<file path="src/sv/pwa_pkg.sv">
// Shared types and constants for the point window average block.
package pwa_pkg;

    localparam int COORD_BITS   = 12;
    localparam int COUNT_OUT_W  = 5;
    localparam int LEN_W        = 5;
    localparam int MAX_WINDOW_D = 16;
    localparam logic [LEN_W-1:0] LENGTH_RESET = 5'd10;

    localparam logic OP_DETECT = 1'b0;
    localparam logic OP_MISS   = 1'b1;

    typedef struct packed {
        logic                  opcode;
        logic [COORD_BITS-1:0] point_x;
        logic [COORD_BITS-1:0] point_y;
    } pwa_in_t;

    typedef struct packed {
        logic [COORD_BITS-1:0]  mean_x;
        logic [COORD_BITS-1:0]  mean_y;
        logic [COUNT_OUT_W-1:0] held_count;
        logic                   mean_valid;
    } pwa_out_t;

endpackage

</file>
<file path="src/sv/point_window_average.sv">
// Top level: sliding-window mean of a tracked point over a circular buffer memory.
// Steps per transaction: read, update, divide (bit-serial divider), emit; the divide step
//   is skipped when the window ends up empty. A new transaction is accepted only once the
//   previous one has been emitted, which out_stall can hold back.
// Reset: window empty, write index zero, sums zero, window_length 10; the point
//   memory is not cleared, only held slots are ever used.
module point_window_average #(
    parameter int MAX_WINDOW = pwa_pkg::MAX_WINDOW_D
) (
    input  logic                      clk,
    input  logic                      rst_n,
    input  logic                      in_valid,
    output logic                      in_stall,
    input  pwa_pkg::pwa_in_t          in_data,
    output logic                      out_valid,
    input  logic                      out_stall,
    output pwa_pkg::pwa_out_t         out_data,
    input  logic                      cfg_we,
    input  logic [pwa_pkg::LEN_W-1:0] cfg_data
);

    localparam int C  = pwa_pkg::COORD_BITS;
    localparam int IW = $clog2(MAX_WINDOW);
    localparam int CW = $clog2(MAX_WINDOW + 1);
    localparam int SW = C + IW;
    localparam int EW = (CW > pwa_pkg::LEN_W) ? CW : pwa_pkg::LEN_W;

    typedef enum logic [3:0] {
        ST_IDLE   = 4'b0001,
        ST_UPDATE = 4'b0010,
        ST_DIVIDE = 4'b0100,
        ST_WAIT   = 4'b1000
    } state_t;

    state_t state_reg, state_next;

    logic [pwa_pkg::LEN_W-1:0] wlen_reg;
    logic [IW-1:0]             wi_reg, wi_next;
    logic [CW-1:0]             count_reg, count_next;
    logic [SW-1:0]             sum_x_reg, sum_x_next, sum_y_reg, sum_y_next;
    logic                      op_reg, drop_reg, drop_next;
    logic [C-1:0]              px_reg, py_reg;
    logic                      out_valid_reg;
    pwa_pkg::pwa_out_t         out_data_reg, out_data_next;

    logic [2*C-1:0] mem [MAX_WINDOW];
    logic [2*C-1:0] rd_reg;
    logic [IW-1:0]  rd_addr;
    logic [IW+1:0]  slot_tmp;
    logic           mem_we;

    logic [EW-1:0] eff_len;
    logic          accept, out_free, load_out;
    logic          div_start, div_done;
    logic [SW-1:0] quot_x, quot_y;

    assign accept   = in_valid && !in_stall;
    assign in_stall = (state_reg != ST_IDLE);
    assign out_free = !out_valid_reg || !out_stall;
    assign load_out = (state_reg == ST_WAIT) && out_free;

    always_comb
    begin
        if (wlen_reg == '0)
            eff_len = EW'(1);
        else if (EW'(wlen_reg) > EW'(MAX_WINDOW))
            eff_len = EW'(MAX_WINDOW);
        else
            eff_len = EW'(wlen_reg);
    end

    // oldest slot = (write index - count) mod MAX_WINDOW
    always_comb
    begin
        slot_tmp = (IW+2)'(wi_reg) + (IW+2)'(MAX_WINDOW) - (IW+2)'(count_reg);
        if (slot_tmp >= (IW+2)'(MAX_WINDOW))
            slot_tmp = slot_tmp - (IW+2)'(MAX_WINDOW);
        rd_addr = IW'(slot_tmp);
    end

    always_comb
    begin
        if (in_data.opcode == pwa_pkg::OP_DETECT)
            drop_next = ((EW+1)'(count_reg) + (EW+1)'(1) > (EW+1)'(eff_len))
                        || (count_reg >= CW'(MAX_WINDOW));
        else
            drop_next = (count_reg != '0);
    end

    // read-modify-write of the window state, done in ST_UPDATE
    always_comb
    begin
        sum_x_next = sum_x_reg;
        sum_y_next = sum_y_reg;
        count_next = count_reg;
        wi_next    = wi_reg;
        mem_we     = 1'b0;
        if (state_reg == ST_UPDATE)
        begin
            if (drop_reg)
            begin
                sum_x_next = sum_x_next - SW'(rd_reg[2*C-1:C]);
                sum_y_next = sum_y_next - SW'(rd_reg[C-1:0]);
                count_next = count_next - CW'(1);
            end
            if (op_reg == pwa_pkg::OP_DETECT)
            begin
                mem_we     = 1'b1;
                sum_x_next = sum_x_next + SW'(px_reg);
                sum_y_next = sum_y_next + SW'(py_reg);
                count_next = count_next + CW'(1);
                wi_next    = (wi_reg == IW'(MAX_WINDOW - 1)) ? '0 : wi_reg + IW'(1);
            end
        end
    end

    assign div_start = (state_reg == ST_UPDATE) && (count_next != '0);

    always_comb
    begin
        state_next = state_reg;
        case (state_reg)
            ST_IDLE:   if (accept) state_next = ST_UPDATE;
            ST_UPDATE: state_next = div_start ? ST_DIVIDE : ST_WAIT;
            ST_DIVIDE: if (div_done) state_next = ST_WAIT;
            ST_WAIT:   if (out_free) state_next = ST_IDLE;
            default:   state_next = ST_IDLE;
        endcase
    end

    always_comb
    begin
        out_data_next = '0;
        if (count_reg != '0)
        begin
            out_data_next.mean_x     = C'(quot_x);
            out_data_next.mean_y     = C'(quot_y);
            out_data_next.held_count = pwa_pkg::COUNT_OUT_W'(count_reg);
            out_data_next.mean_valid = 1'b1;
        end
    end

    always_ff @(posedge clk or negedge rst_n)
    begin
        if (!rst_n)
        begin
            state_reg     <= ST_IDLE;
            wlen_reg      <= pwa_pkg::LENGTH_RESET;
            wi_reg        <= '0;
            count_reg     <= '0;
            sum_x_reg     <= '0;
            sum_y_reg     <= '0;
            out_valid_reg <= 1'b0;
        end
        else
        begin
            state_reg <= state_next;
            if (cfg_we)
                wlen_reg <= cfg_data;
            wi_reg    <= wi_next;
            count_reg <= count_next;
            sum_x_reg <= sum_x_next;
            sum_y_reg <= sum_y_next;
            if (load_out)
                out_valid_reg <= 1'b1;
            else if (!out_stall)
                out_valid_reg <= 1'b0;
        end
    end

    always_ff @(posedge clk)
    begin
        if (accept)
        begin
            op_reg   <= in_data.opcode;
            px_reg   <= in_data.point_x;
            py_reg   <= in_data.point_y;
            drop_reg <= drop_next;
        end
        if (load_out)
            out_data_reg <= out_data_next;
    end

    // point memory: {x, y} per slot, read registered
    always_ff @(posedge clk)
    begin
        if (mem_we)
            mem[wi_reg] <= {px_reg, py_reg};
        if (accept)
            rd_reg <= mem[rd_addr];
    end

    pwa_divider #(
        .MAX_WINDOW (MAX_WINDOW)
    ) u_div (
        .clk        (clk),
        .rst_n      (rst_n),
        .start      (div_start),
        .dividend_x (sum_x_next),
        .dividend_y (sum_y_next),
        .divisor    (count_next),
        .done       (div_done),
        .quot_x     (quot_x),
        .quot_y     (quot_y)
    );

    assign out_valid = out_valid_reg;
    assign out_data  = out_data_reg;

    a_count_bound: assert property (@(posedge clk) disable iff (!rst_n)
        count_reg <= CW'(MAX_WINDOW))
        else $error("window count above capacity");

    a_done_in_divide: assert property (@(posedge clk) disable iff (!rst_n)
        div_done |-> (state_reg == ST_DIVIDE))
        else $error("divider finished outside divide state");

    a_busy_after_accept: assert property (@(posedge clk) disable iff (!rst_n)
        accept |=> in_stall && !out_valid_reg || in_stall)
        else $error("input not stalled after transaction");

    a_empty_result: assert property (@(posedge clk) disable iff (!rst_n)
        load_out && (count_reg == '0) |=>
            out_valid && !out_data.mean_valid && (out_data.mean_x == '0)
            && (out_data.mean_y == '0))
        else $error("empty window result not zero");

endmodule

</file>
<file path="src/sv/pwa_divider.sv">
// Two-lane restoring divider, one quotient bit per lane per cycle, shared divisor.
module pwa_divider #(
    parameter int MAX_WINDOW = pwa_pkg::MAX_WINDOW_D
) (
    input  logic                                                    clk,
    input  logic                                                    rst_n,
    input  logic                                                    start,
    input  logic [pwa_pkg::COORD_BITS+$clog2(MAX_WINDOW)-1:0]       dividend_x,
    input  logic [pwa_pkg::COORD_BITS+$clog2(MAX_WINDOW)-1:0]       dividend_y,
    input  logic [$clog2(MAX_WINDOW+1)-1:0]                         divisor,
    output logic                                                    done,
    output logic [pwa_pkg::COORD_BITS+$clog2(MAX_WINDOW)-1:0]       quot_x,
    output logic [pwa_pkg::COORD_BITS+$clog2(MAX_WINDOW)-1:0]       quot_y
);

    localparam int SW  = pwa_pkg::COORD_BITS + $clog2(MAX_WINDOW);
    localparam int CW  = $clog2(MAX_WINDOW + 1);
    localparam int SCW = $clog2(SW);

    logic           busy_reg, busy_next;
    logic           done_reg, done_next;
    logic [SCW-1:0] step_reg, step_next;
    logic [CW-1:0]  div_reg;
    logic [CW-1:0]  rem_x_reg, rem_x_next, rem_y_reg, rem_y_next;
    logic [SW-1:0]  quo_x_reg, quo_x_next, quo_y_reg, quo_y_next;
    logic [CW:0]    shift_x, shift_y;

    always_comb
    begin
        shift_x    = {rem_x_reg, quo_x_reg[SW-1]};
        shift_y    = {rem_y_reg, quo_y_reg[SW-1]};
        rem_x_next = rem_x_reg;
        rem_y_next = rem_y_reg;
        quo_x_next = quo_x_reg;
        quo_y_next = quo_y_reg;
        busy_next  = busy_reg;
        done_next  = 1'b0;
        step_next  = step_reg;
        if (start)
        begin
            rem_x_next = '0;
            rem_y_next = '0;
            quo_x_next = dividend_x;
            quo_y_next = dividend_y;
            busy_next  = 1'b1;
            step_next  = '0;
        end
        else if (busy_reg)
        begin
            if (shift_x >= {1'b0, div_reg})
            begin
                rem_x_next = CW'(shift_x - {1'b0, div_reg});
                quo_x_next = {quo_x_reg[SW-2:0], 1'b1};
            end
            else
            begin
                rem_x_next = CW'(shift_x);
                quo_x_next = {quo_x_reg[SW-2:0], 1'b0};
            end
            if (shift_y >= {1'b0, div_reg})
            begin
                rem_y_next = CW'(shift_y - {1'b0, div_reg});
                quo_y_next = {quo_y_reg[SW-2:0], 1'b1};
            end
            else
            begin
                rem_y_next = CW'(shift_y);
                quo_y_next = {quo_y_reg[SW-2:0], 1'b0};
            end
            step_next = step_reg + SCW'(1);
            if (step_reg == SCW'(SW - 1))
            begin
                busy_next = 1'b0;
                done_next = 1'b1;
            end
        end
    end

    always_ff @(posedge clk or negedge rst_n)
    begin
        if (!rst_n)
        begin
            busy_reg <= 1'b0;
            done_reg <= 1'b0;
            step_reg <= '0;
        end
        else
        begin
            busy_reg <= busy_next;
            done_reg <= done_next;
            step_reg <= step_next;
        end
    end

    always_ff @(posedge clk)
    begin
        if (start)
            div_reg <= divisor;
        rem_x_reg <= rem_x_next;
        rem_y_reg <= rem_y_next;
        quo_x_reg <= quo_x_next;
        quo_y_reg <= quo_y_next;
    end

    assign done   = done_reg;
    assign quot_x = quo_x_reg;
    assign quot_y = quo_y_reg;

endmodule
</file>
<file path="config.mk">
export PLATFORM = sky130hd
export DESIGN_NAME = point_window_average
export DESIGN_NICKNAME = d
export VERILOG_FILES = /design/src/sv/pwa_pkg.sv /design/src/sv/point_window_average.sv /design/src/sv/pwa_divider.sv
export SDC_FILE = /design/constraint.sdc
export NUM_CORES = 1
export LEC_CHECK = 0
export ABC_AREA = 1
export BUFFER_PORTS_ARGS = -buffer_cell sky130_fd_sc_hd__clkbuf_2
export CORE_UTILIZATION = 40
export DETAILED_ROUTE_END_ITERATION = 8
export MAX_ROUTING_LAYER = met4
export PLACE_DENSITY = 0.62
export SYNTH_ARGS = -nofsm -noshare
export SYNTH_HDL_FRONTEND = slang
export SYNTH_SLANG_ARGS = --single-unit
export TNS_END_PERCENT = 50
</file>
<file path="constraint.sdc">
create_clock -name clk -period 9.8 [get_ports clk]
set_clock_uncertainty 0.05 [all_clocks]
set_input_delay 0.49 -clock clk [delete_from_list [all_inputs] [get_ports clk]]
set_output_delay 0.49 -clock clk [all_outputs]
set_load 0.05 [all_outputs]
</file>
Word-level counts from Yosys, hierarchy flattened:

Memories as Yosys holds them, arrays and structs flattened. A register that Yosys moved wholly into a read port is not among the register bits.
Cells that the tools add are included.

* reduce and logical (&&, ||, !) cells: 14
* add/sub/neg operators: 14
* muxes and demuxes: 45
* equal/unequal tests: 11
* bitwise logic cells: 1
* magnitude comparators: 6

Operators by type and width (count)
* two-way mux 16 bit: 12
* two-way mux 5 bit: 8
* adder 16 x 12 -> 16 bit: 2
* two-way mux 4 bit: 8
* subtractor 16 x 12 -> 16 bit: 2
* two-way mux 1 bit: 16
* case mux 4 bit (4 select lines): 1
* == test 4 bit (second input constant): 3
* >= comparator 6 x 5 -> 1 bit: 2
* nonzero test 5 bit: 2
* subtractor 5 bit: 2
* adder 4 x 1 -> 4 bit (second input constant): 2
* adder 4 x 5 -> 6 bit (second input constant): 1
* adder 5 x 1 -> 6 bit (second input constant): 1
* >= comparator 6 x 5 -> 1 bit (second input constant): 1
* greater-than comparator 6 x 5 -> 1 bit: 1
* subtractor 6 x 5 -> 6 bit: 1
* adder 5 x 1 -> 5 bit (second input constant): 1
* >= comparator 5 bit (second input constant): 1
* greater-than comparator 5 bit (second input constant): 1
* zero test 5 bit: 1
* subtractor 5 x 1 -> 5 bit (second input constant): 1
* == test 4 x 1 -> 1 bit (second input constant): 1
* == test 4 x 2 -> 1 bit (second input constant): 1
* other kinds (12): 19

* RAM bits: 384
* logic and storage cells: 115
* memories: 1
* input port bits: 35
* bits in registers: 160

Memories
* mem: words 16, bits a word 24, rd ports 1, clocked after Yosys merged registers in 1, wr ports 1, line point_window_average.sv:46 `logic [2*C-1:0] mem [MAX_WINDOW];`

Depth between registers and ports, before layout:

* depth after elaboration: 10
* depth in mapped cells: 26

Cells and area by module:

A second synthesis with hierarchy kept.

* cell total of the unflattened synthesis: 2376
* area, all modules: 26213.9 µm²

Modules (own cells, without submodules)
* point_window_average: seq. area each 15213.3 µm², area each 23515.1 µm², instances 1, cells each 2070
* pwa_divider: seq. area each 1461.4 µm², area each 2698.8 µm², instances 1, cells each 306

Worst setup path after synthesis:

Ideal clock, no wire load.

* path kind: register to register
* start: register state_reg[0]
* end: register drop_reg, enable pin
* cell stages (with the launch flop): 5
* setup slack: 6.038 ns
* clock period less this slack: 3.762 ns
* arrival time: 3.254 ns
* data required time: 9.292 ns
* path through: dfstp_2 inv_1 nor3_1 inv_1 nor2_1

* cells in the longest elaborated chain, start to end: 3

RTL lines
* start: declaration: line point_window_average.sv:35 `state_t state_reg, state_next;`
* start signal: assignment: line point_window_average.sv:157 `state_reg <= state_next;`
* inequality test 4 x 1 -> 1 bit: line point_window_average.sv:58 `assign in_stall = (state_reg != ST_IDLE);`
* net in_stall: line point_window_average.sv:13 `output logic in_stall,`
* zero test 1 bit: line point_window_average.sv:57 `assign accept = in_valid && !in_stall;`
* logical AND 1 bit: line point_window_average.sv:57
* net accept: line point_window_average.sv:53 `logic accept, out_free, load_out;`
* end signal: assignment: line point_window_average.sv:178 `drop_reg <= drop_next;`
* end: declaration: line point_window_average.sv:41 `logic op_reg, drop_reg, drop_next;`

The timed path passes the listed nets, and every way through them passes these cells.
A chain may end at the register's enable or synchronous reset.

Worst setup path after layout:

* start: register wi_reg[0]
* end: register rd_reg[2], read port of mem (data pin)

* cells in the longest elaborated chain, start to end: 4

RTL lines
* start: declaration: line point_window_average.sv:38 `logic [IW-1:0] wi_reg, wi_next;`
* start signal: assignment: line point_window_average.sv:160 `wi_reg <= wi_next;`
* adder 4 x 5 -> 6 bit (*): line point_window_average.sv:75 `slot_tmp = (IW+2)'(wi_reg) + (IW+2)'(MAX_WINDOW) - (IW+2)'(count_reg);`
* subtractor 6 x 5 -> 6 bit (*): line point_window_average.sv:75
* >= comparator 6 x 5 -> 1 bit / subtractor 4 x 1 -> 4 bit (equally long branches): line point_window_average.sv:76, point_window_average.sv:77
* two-way mux 4 bit (*): line point_window_average.sv:76 `if (slot_tmp >= (IW+2)'(MAX_WINDOW))`
* end: declaration: line point_window_average.sv:47 `logic [2*C-1:0] rd_reg;`

Every way passes the cells marked *; elsewhere a longest branch is shown, timed or not.

==> metrics <==
Num CTS Buffers=between 50 and 60; WP data arrival=4.68 ns; total I/O pin count=67; #FFs+latches synth=568; # port buffers=66; Mapped Cells=approximately 2.3k; Routed Antenna Nets=0; critical path required time=10.14 ns; Die X=256 um; Die Ht=~260 um; Layout Area Growth over Synthesis=14.2%; maxcap violations=0; DR vias/cell=around 5.3; Clock transition at path regs=0.07 ns; worst r2r src=wi_reg[0]$_DFFE_PN0P_; Tcrit/Tclk final=0.444; DRC Markers=0; sequential area share after synthesis=0.648; drt wl/cell=about 19 um; Worst Reg2Reg Path Length in Cells=9; fmax=0.230 GHz; post-synth top area share=0.584; global route overflow=0; drt total wl=62.2 mm; CP Capture Type=flop; CP cell instances=inv_1, ha_4, fa_4, buf_4, o21ai_0, o32ai_1, mux2_2, nor2_1, a31oi_1; Final min period=between 4 and 5 ns; synth unique cells=44; Avg Synthesized Cell Area=11.1 um2; DR pass1 iterations=5; critical path's largest stage delay=1.32 ns; final hold vios=1; worst-case clock buffer depth=3; DP Wirelength=36.8 mm; initial antenna violation count=0; H-tree levels=2; core area=63300 um2; number of flip-flops in the largest register=between 300 and 400; Root Buffer=clkbuf_16; clock latency on the worst-skew pair=0.64 ns; Hold/Removal Path Class=input port to async pin; # resized after CTS=0; Syn Nets=2432; Yosys top cell by area=edfxtp_1; YS warnings=0; total number of vias=17.5k; share of layout cells above drive strength 1=0.102; global-route usage over all layers=0.195; Slew HR=0.273; fillers=5714; Final Max Slew Viols=0; failing checks=negative hold slack; Rows=92; worst r2r dst=rd_reg[2]$_DFFE_PP_; slew of the pin with the lowest slew margin=1.09 ns; CP max FO=112; status=finished with violations; count of final setup violators=0; TNS Setup=0 ns; CP max stage cell=fa_4; CTS sink cnt=568; CTS tree=yes; Synth Cell Area=25700 um2; Critical Path Source Type=flop; Fin Hold WS=-0.0000709 ns; flop2flop setup slack=5.45 ns; initial core utilization=0.407; largest net degree at the start of global routing=between 100 and 150; first-pass GRT wire length=96.8 mm; DIE AREA=65400 um2; RSZ-0062 raised after global routing=false; number of DRC markers in iteration 0=1495; nets=approximately 2.5k; largest cells by area after synthesis=edfxtp_1, nor2_1, dfrtp_1, nand2_1, ha_1; vias in the first global route=17.2k; Crit Path Class=flop to flop; gpl congestion=0.920; Inserted Diodes=0
repair_timing:
| item | 4_1_cts | 5_1_grt |
|---|---|---|
| setup buffers | 0 | 0 |
| endpoints found under the hold margin | 24 | 0 |
| hold buffers | 24 | 0 |
cell type report:
cell class / count / area [um2] / share of cell area
Clock buffer: 72 / 1530 / 0.0522
Clock inverter: 36 / 569 / 0.0194
Multi-Input combinational cell: 1483 / 8170 / 0.278
Tap cell: 846 / 1060 / 0.0360
Inverter: 152 / 576 / 0.0196
Timing Repair Buffer: 122 / 811 / 0.0276
Sequential cell: 568 / 16700 / 0.567
cells in the mapped netlist (all sizes together):
| library cell | number |
|---|---|
| o211ai | 5 |
| a22oi | 10 |
| xor2 | 29 |
| o21bai | 3 |
| ha | 79 |
| o22ai | 4 |
| o21ai | 189 |
| dfxtp | 10 |
| buf | 27 |
| nor3 | 12 |
| inv | 151 |
| xnor2 | 23 |
| nand2b | 24 |
| clkinv | 1 |
| dfrtp | 54 |
| clkbuf | 81 |
| a31oi | 29 |
| nand2 | 359 |
| a21oi | 70 |
| edfxtp | 501 |
| nand4 | 10 |
| nor2 | 420 |
| a211oi | 2 |
| mux2 | 25 |
| nand3b | 1 |
| o32ai | 96 |
| a311oi | 2 |
| fa | 7 |
| o221ai | 1 |
| dfstp | 3 |
| a21o | 5 |
| a21boi | 4 |
| o2111ai | 1 |
| nand3 | 72 |
| or2 | 1 |
per-stage QoR:
step	utilization	hold WS, ns	cells	cell area [um2]	setup WS [ns]
global placement	0.427	0.409	3147	27000	5.61
CTS	0.464	0.000857	3279	29400	5.47
global route	0.464	0.0202	3279	29400	5.19
finish	0.464	-0.0000709	3279	29400	5.45
detailed placement	0.427	0.426	3147	27000	5.50
floorplan	-	0.144	2311	25700	6.04
cells in the final DEF (no fill, tap or decap), types with 4 or more instances in the layout:
cell	instances
xor2_1	28
a31oi_1	29
bufinv_16	13
o22ai_1	4
clkbuf_1	11
o32ai_1	96
nand3_1	72
clkbuf_2	65
xnor2_1	22
nand2b_1	24
o211ai_1	5
mux2_2	25
nor2_2	16
ha_1	78
clkbuf_16	58
a21oi_1	68
a21boi_0	4
a21o_1	5
buf_4	32
fa_1	6
clkinv_2	11
nand2_1	358
nor3_1	11
o21ai_0	186
inv_1	148
dfxtp_1	10
dfrtp_1	54
dlygate4sd3_1	24
nor2_1	403
nand4_1	10
a22oi_1	10
edfxtp_1	501
clkinv_1	5
layer usage:
layer	routed length, um	global-route usage	vias up
met5	0	-	-
met3	3560	0.0247	106
li1	-	-	8307
met2	28800	0.310	509
met4	1670	0.0604	0
met1	28100	0.260	8593
cell families (layout without fill, tap and decap cells):
| kind of cell | count (synthesis) | after routing | share of synthesized area |
|---|---|---|---|
| AOI/OAI and AO/OA | 421 | 421 | 0.101 |
| adders and majority gates | 86 | 86 | 0.0438 |
| and+or+nand+nor | 899 | 899 | 0.139 |
| xor gates and xnor gates | 52 | 52 | 0.0177 |
| muxes | 25 | 25 | 0.0109 |
| buffers and inverters | 260 | 382 | 0.0392 |
| DFF | 568 | 568 | 0.648 |
worst max-delay path, delay by kind of cell, from the launching register on:
family	cells	cell delay (ns)
AOI/OAI and AO/OA	3	0.72
adders and majority gates	2	1.51
and+or+nand+nor	1	0.04
buffers and inverters	2	1.11
muxes	1	0.19
DFF	1	0.39
worst max path at each step:
stage / startpoint / endpoint / slack (ns) / cells past startpoint
after CTS: wi_reg[0]$_DFFE_PN0P_ / rd_reg[2]$_DFFE_PP_ / 5.47 / 9
after global routing: wi_reg[0]$_DFFE_PN0P_ / rd_reg[2]$_DFFE_PP_ / 5.19 / 9
final: wi_reg[0]$_DFFE_PN0P_ / rd_reg[2]$_DFFE_PP_ / 5.45 / 9
after global placement: wi_reg[0]$_DFFE_PN0P_ / rd_reg[2]$_DFFE_PP_ / 5.61 / 9
after floorplan: state_reg[0]$_DFFE_PN1P_ / drop_reg$_DFFE_PP_ / 6.04 / 4
after detailed placement: wi_reg[0]$_DFFE_PN0P_ / rd_reg[2]$_DFFE_PP_ / 5.50 / 9
Power is not shown: default switching activity piles up to over one toggle a cycle in this logic, so the estimate is an artifact.
